===== src/design/mat_pkg.sv =====
package mat_pkg;

  // Action codes carried by an input item.
  localparam logic [1:0] ACT_LOOKUP = 2'd0;
  localparam logic [1:0] ACT_ADD    = 2'd1;
  localparam logic [1:0] ACT_DEL    = 2'd2;

  // Status codes returned with each result item.
  localparam logic [2:0] ST_OK        = 3'd0;
  localparam logic [2:0] ST_PRESENT   = 3'd1;
  localparam logic [2:0] ST_NOT_FOUND = 3'd2;
  localparam logic [2:0] ST_FULL      = 3'd3;
  localparam logic [2:0] ST_NOT_MC    = 3'd4;

  // Top byte that marks an IPv6 multicast address.
  localparam logic [7:0] MC_PREFIX = 8'hff;

  // One stored entry is both address halves side by side.
  localparam int ENTRY_W = 128;

  typedef struct packed {
    logic [1:0]  action;
    logic [63:0] addr_high;
    logic [63:0] addr_low;
  } in_item_t;

  typedef struct packed {
    logic [2:0] status;
    logic       found;
    logic [3:0] slot;
    logic [4:0] entry_count;
  } out_item_t;

  // Commands from the controller to the datapath.
  typedef struct packed {
    logic load;
    logic scan;
    logic shift_init;
    logic shift;
    logic append;
    logic report;
  } ctrl_cmd_t;

  // Status from the datapath back to the controller.
  typedef struct packed {
    logic scan_done;
    logic stream_done;
    logic hit_now;
    logic mc;
    logic full;
    logic is_add;
    logic is_del;
  } dp_status_t;

endpackage


===== src/design/mat_ram.sv =====
module mat_ram #(
  parameter int WIDTH = 8,
  parameter int DEPTH = 16,
  localparam int AW = (DEPTH > 1) ? $clog2(DEPTH) : 1
) (
  input  logic             clk,
  input  logic             wr_en,
  input  logic [AW-1:0]    wr_addr,
  input  logic [WIDTH-1:0] wr_data,
  input  logic             rd_en,
  input  logic [AW-1:0]    rd_addr,
  output logic [WIDTH-1:0] rd_data
);

  logic [WIDTH-1:0] mem [DEPTH];

  // One write port and one registered read port.
  always_ff @(posedge clk) begin
    if (wr_en) begin
      mem[wr_addr] <= wr_data;
    end
    if (rd_en) begin
      rd_data <= mem[rd_addr];
    end
  end

endmodule


===== src/design/mat_ctrl.sv =====
module mat_ctrl
  import mat_pkg::*;
(
  input  logic       clk,
  input  logic       rst_n,
  input  logic       start,
  input  dp_status_t sts,
  output logic       busy,
  output ctrl_cmd_t  cmd
);

  typedef enum logic [2:0] {
    S_IDLE,
    S_SCAN,
    S_APPEND,
    S_SHIFT,
    S_REPORT
  } state_t;

  state_t state_r, state_nxt;

  // Next state and the command for the datapath.
  always_comb begin
    state_nxt = state_r;
    cmd       = '0;
    case (state_r)
      S_IDLE: begin
        if (start) begin
          cmd.load  = 1'b1;
          state_nxt = S_SCAN;
        end
      end
      S_SCAN: begin
        cmd.scan = 1'b1;
        if (sts.scan_done) begin
          if (sts.mc && sts.is_add && !sts.hit_now && !sts.full) begin
            state_nxt = S_APPEND;
          end else if (sts.mc && sts.is_del && sts.hit_now) begin
            cmd.shift_init = 1'b1;
            state_nxt      = S_SHIFT;
          end else begin
            state_nxt = S_REPORT;
          end
        end
      end
      S_APPEND: begin
        cmd.append = 1'b1;
        state_nxt  = S_REPORT;
      end
      S_SHIFT: begin
        cmd.shift = 1'b1;
        if (sts.stream_done) begin
          state_nxt = S_REPORT;
        end
      end
      S_REPORT: begin
        cmd.report = 1'b1;
        state_nxt  = S_IDLE;
      end
      default: begin
        state_nxt = S_IDLE;
      end
    endcase
  end

  always_ff @(posedge clk) begin
    if (!rst_n) begin
      state_r <= S_IDLE;
    end else begin
      state_r <= state_nxt;
    end
  end

  // A new item is taken only while idle.
  assign busy = (state_r != S_IDLE);

endmodule


===== src/design/mat_dp.sv =====
module mat_dp
  import mat_pkg::*;
#(
  parameter int DEPTH = 16,
  localparam int AW = (DEPTH > 1) ? $clog2(DEPTH) : 1,
  localparam int CW = $clog2(DEPTH + 1)
) (
  input  logic       clk,
  input  logic       rst_n,
  input  in_item_t   in_item,
  input  ctrl_cmd_t  cmd,
  output dp_status_t sts,
  output logic       out_valid,
  output out_item_t  out_item
);

  // Latched item.
  logic [1:0]  act_r, act_nxt;
  logic [63:0] hi_r, hi_nxt;
  logic [63:0] lo_r, lo_nxt;
  logic        mc_r, mc_nxt;
  logic        full_r, full_nxt;

  // Table occupancy and the read stream.
  logic [CW-1:0] cnt_r, cnt_nxt;
  logic [CW-1:0] rd_idx_r, rd_idx_nxt;
  logic          pend_r, pend_nxt;
  logic [AW-1:0] pend_idx_r, pend_idx_nxt;
  logic          hit_r, hit_nxt;
  logic [AW-1:0] hit_idx_r, hit_idx_nxt;

  // Result register.
  logic      out_valid_r, out_valid_nxt;
  out_item_t out_item_r, out_item_nxt;

  // Memory ports.
  logic               rd_en;
  logic [AW-1:0]      rd_addr;
  logic [ENTRY_W-1:0] rd_data;
  logic               wr_en;
  logic [AW-1:0]      wr_addr;
  logic [ENTRY_W-1:0] wr_data;

  logic match;
  logic issue;
  logic stream_end;

  mat_ram #(
    .WIDTH(ENTRY_W),
    .DEPTH(DEPTH)
  ) u_ram (
    .clk    (clk),
    .wr_en  (wr_en),
    .wr_addr(wr_addr),
    .wr_data(wr_data),
    .rd_en  (rd_en),
    .rd_addr(rd_addr),
    .rd_data(rd_data)
  );

  // The entry read last cycle against the latched address.
  assign match      = (rd_data == {hi_r, lo_r});
  assign issue      = ((cmd.scan && mc_r) || cmd.shift) && (rd_idx_r < cnt_r);
  assign stream_end = !pend_r && (rd_idx_r >= cnt_r);

  // Status for the controller.
  always_comb begin
    sts.hit_now     = pend_r && match;
    sts.scan_done   = !mc_r || (pend_r && match) || stream_end;
    sts.stream_done = stream_end;
    sts.mc          = mc_r;
    sts.full        = full_r;
    sts.is_add      = (act_r == ACT_ADD);
    sts.is_del      = (act_r == ACT_DEL);
  end

  // Datapath next-state logic.
  always_comb begin
    act_nxt       = act_r;
    hi_nxt        = hi_r;
    lo_nxt        = lo_r;
    mc_nxt        = mc_r;
    full_nxt      = full_r;
    cnt_nxt       = cnt_r;
    rd_idx_nxt    = rd_idx_r;
    pend_nxt      = pend_r;
    pend_idx_nxt  = pend_idx_r;
    hit_nxt       = hit_r;
    hit_idx_nxt   = hit_idx_r;
    out_valid_nxt = 1'b0;
    out_item_nxt  = out_item_r;
    rd_en         = issue;
    rd_addr       = rd_idx_r[AW-1:0];
    wr_en         = 1'b0;
    wr_addr       = cnt_r[AW-1:0];
    wr_data       = {hi_r, lo_r};

    // Take a new item and restart the walk at entry zero.
    if (cmd.load) begin
      act_nxt     = in_item.action;
      hi_nxt      = in_item.addr_high;
      lo_nxt      = in_item.addr_low;
      mc_nxt      = (in_item.addr_high[63:56] == MC_PREFIX);
      full_nxt    = (cnt_r == CW'(DEPTH));
      rd_idx_nxt  = '0;
      pend_nxt    = 1'b0;
      hit_nxt     = 1'b0;
      hit_idx_nxt = '0;
    end

    // Issue one read a cycle; its data is checked or moved the next cycle.
    if (cmd.scan || cmd.shift) begin
      pend_nxt     = issue;
      pend_idx_nxt = rd_idx_r[AW-1:0];
      if (issue) begin
        rd_idx_nxt = rd_idx_r + CW'(1);
      end
    end

    if (cmd.scan && pend_r && match) begin
      hit_nxt     = 1'b1;
      hit_idx_nxt = pend_idx_r;
    end

    // Compaction starts reading just past the matching entry.
    if (cmd.shift_init) begin
      rd_idx_nxt = CW'(pend_idx_r) + CW'(1);
      pend_nxt   = 1'b0;
    end

    // Each entry read during compaction lands one slot lower.
    if (cmd.shift && pend_r) begin
      wr_en   = 1'b1;
      wr_addr = pend_idx_r - AW'(1);
      wr_data = rd_data;
    end

    if (cmd.shift && stream_end) begin
      cnt_nxt = cnt_r - CW'(1);
    end

    // Append at the end of the list.
    if (cmd.append) begin
      wr_en   = 1'b1;
      cnt_nxt = cnt_r + CW'(1);
    end

    // Build the result item.
    if (cmd.report) begin
      out_valid_nxt            = 1'b1;
      out_item_nxt.entry_count = 5'(cnt_r);
      if (!mc_r) begin
        out_item_nxt.status = ST_NOT_MC;
        out_item_nxt.found  = 1'b0;
        out_item_nxt.slot   = '0;
      end else begin
        out_item_nxt.found = hit_r;
        out_item_nxt.slot  = hit_r ? 4'(hit_idx_r) : 4'd0;
        if (act_r == ACT_ADD) begin
          if (hit_r) begin
            out_item_nxt.status = ST_PRESENT;
          end else if (full_r) begin
            out_item_nxt.status = ST_FULL;
          end else begin
            out_item_nxt.status = ST_OK;
          end
        end else begin
          out_item_nxt.status = hit_r ? ST_OK : ST_NOT_FOUND;
        end
      end
    end
  end

  // Control registers.
  always_ff @(posedge clk) begin
    if (!rst_n) begin
      cnt_r       <= '0;
      pend_r      <= 1'b0;
      out_valid_r <= 1'b0;
    end else begin
      cnt_r       <= cnt_nxt;
      pend_r      <= pend_nxt;
      out_valid_r <= out_valid_nxt;
    end
  end

  // Payload registers.
  always_ff @(posedge clk) begin
    act_r      <= act_nxt;
    hi_r       <= hi_nxt;
    lo_r       <= lo_nxt;
    mc_r       <= mc_nxt;
    full_r     <= full_nxt;
    rd_idx_r   <= rd_idx_nxt;
    pend_idx_r <= pend_idx_nxt;
    hit_r      <= hit_nxt;
    hit_idx_r  <= hit_idx_nxt;
    out_item_r <= out_item_nxt;
  end

  assign out_valid = out_valid_r;
  assign out_item  = out_item_r;

endmodule


===== src/design/multicast_address_table_top.sv =====
// Each item is latched, then the table is read entry by entry until a match or the end of the
// list. An add that misses appends unless the table is full, a delete that hits moves the later
// entries down one slot, and an address without the multicast prefix is reported without a walk.
// Throughput: one item at a time, one entry read a cycle; the next item is taken from the cycle
// its result shows. The result strobe lasts one cycle and the receiver cannot stall it.
// Reset (synchronous, rst_n low) empties the table; no clearing pass is needed.
module multicast_address_table_top
  import mat_pkg::*;
#(
  parameter int TABLE_DEPTH = 16
) (
  input  logic      clk,
  input  logic      rst_n,
  input  logic      start,
  output logic      busy,
  input  in_item_t  in_item,
  output logic      out_valid,
  output out_item_t out_item
);

  ctrl_cmd_t  cmd;
  dp_status_t sts;

  mat_ctrl u_ctrl (
    .clk  (clk),
    .rst_n(rst_n),
    .start(start),
    .sts  (sts),
    .busy (busy),
    .cmd  (cmd)
  );

  mat_dp #(
    .DEPTH(TABLE_DEPTH)
  ) u_dp (
    .clk      (clk),
    .rst_n    (rst_n),
    .in_item  (in_item),
    .cmd      (cmd),
    .sts      (sts),
    .out_valid(out_valid),
    .out_item (out_item)
  );

`ifndef NO_ASSERTIONS
  // An accepted item keeps the block busy on the next cycle.
  a_accept_busy: assert property (@(posedge clk) disable iff (!rst_n)
    (start && !busy) |=> busy)
    else $error("accepted item did not make the block busy");

  // Result strobes never come back to back.
  a_single_result: assert property (@(posedge clk) disable iff (!rst_n)
    out_valid |=> !out_valid)
    else $error("two result strobes back to back");

  // A rejected address reports no match.
  a_not_mc_clean: assert property (@(posedge clk) disable iff (!rst_n)
    (out_valid && out_item.status == ST_NOT_MC) |-> (!out_item.found && out_item.slot == 4'd0))
    else $error("non-multicast result carries a match");

  // An add of a present address always reports the match.
  a_present_found: assert property (@(posedge clk) disable iff (!rst_n)
    (out_valid && out_item.status == ST_PRESENT) |-> out_item.found)
    else $error("already-present status without found");
`endif

endmodule


===== config.mk =====
export PLATFORM = sky130hd
export DESIGN_NAME = multicast_address_table_top
export DESIGN_NICKNAME = d
export VERILOG_FILES = /design/src/design/mat_pkg.sv /design/src/design/mat_ram.sv /design/src/design/mat_ctrl.sv /design/src/design/mat_dp.sv /design/src/design/multicast_address_table_top.sv
export SDC_FILE = /design/constraint.sdc
export NUM_CORES = 2
export LEC_CHECK = 0
export BUFFER_PORTS_ARGS = -buffer_cell sky130_fd_sc_hd__buf_2
export CAP_MARGIN = 30
export CELL_PAD_IN_SITES_DETAIL_PLACEMENT = 1
export CELL_PAD_IN_SITES_GLOBAL_PLACEMENT = 1
export CORE_MARGIN = 1
export CORE_UTILIZATION = 50
export DETAILED_ROUTE_END_ITERATION = 7
export PLACE_DENSITY_LB_ADDON = 0.1
export SLEW_MARGIN = 20
export SYNTH_ARGS = -nofsm -noshare
export SYNTH_HDL_FRONTEND = slang
export SYNTH_SLANG_ARGS = --single-unit

===== constraint.sdc =====
create_clock -name clk -period 19.82 [get_ports clk]
set_input_delay 3.964 -clock clk [delete_from_list [all_inputs] [get_ports clk]]
set_output_delay 3.964 -clock clk [all_outputs]
set_load 0.03 [all_outputs]

==> impl_metrics.json <==
{
  "synth.top_cell.area_share_pct": 78.0,
  "grt_first_pass_wirelength_um": 333000,
  "final.period_utilization_pct": 31.0,
  "overflow": 0,
  "crit_arrival_ns": 6.64,
  "synth_seq_cells": 2345,
  "rsz0062_at_grt": "no",
  "syn_area_um2": 89700,
  "hp-class": "register to register",
  "synthFlopType": "edfxtp_1",
  "wirelength_um": 233000,
  "worst_pin_slew_ns": 1.07,
  "synth-async-reset-ratio_pct": 0,
  "dp_cells": 6420,
  "die_h_um": 426,
  "synth.net_count": 4134,
  "synth_most_common_cell": "edfxtp_1",
  "max_freq_mhz": 163,
  "clock_sinks": 2345,
  "post_cts_buffers": 0,
  "cts_root_buf": "clkbuf_16",
  "syn_avg_cell_area_um2": 22.5,
  "critical_path_required_ns": 20.31,
  "cts.hold.buffers_added": 0,
  "grt_pass1_vias": 44500,
  "clockBufferDepth": 3,
  "seq_area_frac_synth_pct": 78.3,
  "layout-drive-gt1-share_pct": 27.6,
  "maxSlewHeadroom_pct": 28.9,
  "netlist-cell-type-count": 58,
  "ir_drop_mv": 0.0793,
  "synth-edff-count": 2329,
  "track_usage_pct": 26.2,
  "synth_area_leaders": "edfxtp_1 (78%), mux4_2 (16%), nand2_1 (1.6%), xor2_1 (0.79%), clkbuf_1 (0.53%)",
  "vias_per_cell": 6.18,
  "final-instance-count-excl-fill": 6850,
  "dp_hpwl_um": 123000,
  "path_class": "register to register",
  "ios": 148,
  "area_growth_pct": 13.2,
  "hold_viol_final": 0,
  "power_density_nw_per_um2": 99.8,
  "dr.pass1.iters": 5,
  "port_buffers": 147,
  "synth-warning-count": 0,
  "core_um2": 178000,
  "antenna_found_initial": 8,
  "cts_tree": "done",
  "drtIter0Drc": 4366,
  "skew_ns": 0.0499,
  "final_antenna_net_count": 0,
  "initial_core_util_pct": 50.3,
  "path_clk_slew_ns": 0.06,
  "numCtsBuffers": 233,
  "grt_max_degree": 119,
  "final-max-slew-violation-count": 0,
  "vias": 42400,
  "synth_common_cells": "edfxtp_1 (2329), mux4_2 (627), nand2_1 (375)",
  "outcome": "finished clean",
  "syn_inst": 3989,
  "clock_latency_ns": 0.89,
  "critPathLaunchType": "register",
  "p_leak_nw": 31.4,
  "finalSetupTns_ns": 0,
  "dieWidth_um": 426,
  "setup_violations": 0,
  "ctsResizeCount": 0,
  "htreeDepth": 4,
  "cap_viol_max_count": 0,
  "dieArea_um2": 181000,
  "post-route-drc-count": 0,
  "wl_per_cell_um": 34.1,
  "cp-end-kind": "register",
  "finalNetCount": 4449,
  "yosys.area.top_type": "edfxtp_1",
  "crit_fanout": 118,
  "gp_congestion": 0.789,
  "num_rows": 155,
  "period_needed_ns": 6.15
}
[report_power, final]
part	switching, mW	internal, mW
logic	0.193	0.0657
registers	0.0351	5.52
clock network	1.91	2.41
total	2.14	8.00
[per-layer routing]
| metal | part of all wire [%] | up-vias | global-route usage [%] |
|---|---|---|---|
| li1 | - | 17200 | - |
| met1 | 42 | 23400 | 37.6 |
| met2 | 50 | 1480 | 43.3 |
| met3 | 5.4 | 284 | 3.47 |
| met4 | 1.9 | 4 | 6.10 |
| met5 | 0.0060 | - | 0 |
[metrics by stage]
step | hold WS, ns | instance area (um^2) | total power, mW | util (%) | setup WS (ns)
4_1_cts | 0.514 | 101000 | 10.2 | 56.9 | 13.63
3_5_place_dp | 0.499 | 94000 | 5.93 | 52.7 | 13.38
6_report | 0.523 | 102000 | 10.1 | 57.0 | 13.67
5_1_grt | 0.545 | 102000 | 10.4 | 57.0 | 13.44
3_3_place_gp | 0.487 | 93700 | 5.91 | 52.6 | 13.27
2_1_floorplan | 0.422 | 89700 | 5.78 | - | 7.59
[kinds of logic after synthesis]
group / count (synthesis) / share of synthesized area (%)
mux: 648 / 16.0
compound gates: 81 / 0.576
buf+inv: 206 / 0.880
flops: 2345 / 78.3
fa+ha+maj: 12 / 0.176
xor+xnor: 105 / 1.03
simple gates: 592 / 3.03
[cell usage in the layout, fill, tap and decap left out, types with 4 or more instances in the layout]
master,count
and2_1,5
mux4_2,627
nand4_1,34
ha_1,11
clkinv_2,42
nand3_1,8
mux2i_1,20
nand2b_1,57
buf_2,148
xnor2_1,23
xor2_1,81
clkinvlp_4,11
nand2_1,375
nor3_1,8
nor2_4,16
nor4_1,28
dfxtp_4,4
nor2b_1,14
clkbuf_1,51
clkinv_1,51
o22ai_1,4
buf_16,9
clkinv_16,8
inv_1,25
a211oi_1,15
clkbuf_16,233
nor2_1,18
inv_16,6
edfxtp_1,2329
a21oi_1,20
buf_4,83
o21ai_0,19
a21o_1,4
bufinv_16,18
dfxtp_1,12
buf_12,17
and3_1,6
[worst paths after layout]
path                startpoint  slack (ns)                     end  cells after the start
max          u_ctrl.state_r[1]       13.67  u_dp.u_ram.mem[14][45]                     10
min              u_dp.cnt_r[4]        0.52        u_dp.out_item[4]                      0
max reg2reg  u_ctrl.state_r[1]       13.67  u_dp.u_ram.mem[14][45]                     10
min reg2reg      u_dp.cnt_r[4]        0.52        u_dp.out_item[4]                      0
[critical path, cell delays in order, from the launching register on]
cell      delay [ns]
dfxtp_1         0.45
nand4b_1        0.22
buf_4           0.38
buf_12          0.55
nand2_1         0.16
o21ai_0         0.16
nand2_1         0.30
nor2_4          0.76
buf_4           0.70
buf_4           0.81
buf_4           0.89
[layout make-up]
type                       count  area (um^2)
clock buffer                 284         6020
antenna                        2         5.00
tap                         2355         2950
inverter                      29          121
multi-input combinational   1438        18800
fill                       14800        76700
sequential                  2345        70300
timing repair buffer         257         1950
clock inverter               140         1430
[registers in the layout (all words and copies together), names as in the netlist]
| register | count |
|---|---|
| u_dp.cnt_r | 5 |
| u_dp.hi_r | 64 |
| u_dp.mc_r | 1 |
| u_dp.pend_r | 1 |
| u_ctrl.state_r | 3 |
| u_dp.hit_idx_r | 4 |
| u_dp.out_valid | 1 |
| u_dp.hit_r | 1 |
| u_dp.act_r | 2 |
| u_dp.out_item | 13 |
| u_dp.lo_r | 64 |
| u_dp.u_ram.rd_data | 128 |
| u_dp.pend_idx_r | 4 |
| u_dp.rd_idx_r | 5 |
| u_dp.u_ram.mem | 2048 |
| u_dp.full_r | 1 |
Power figures use the tool's default switching activity.
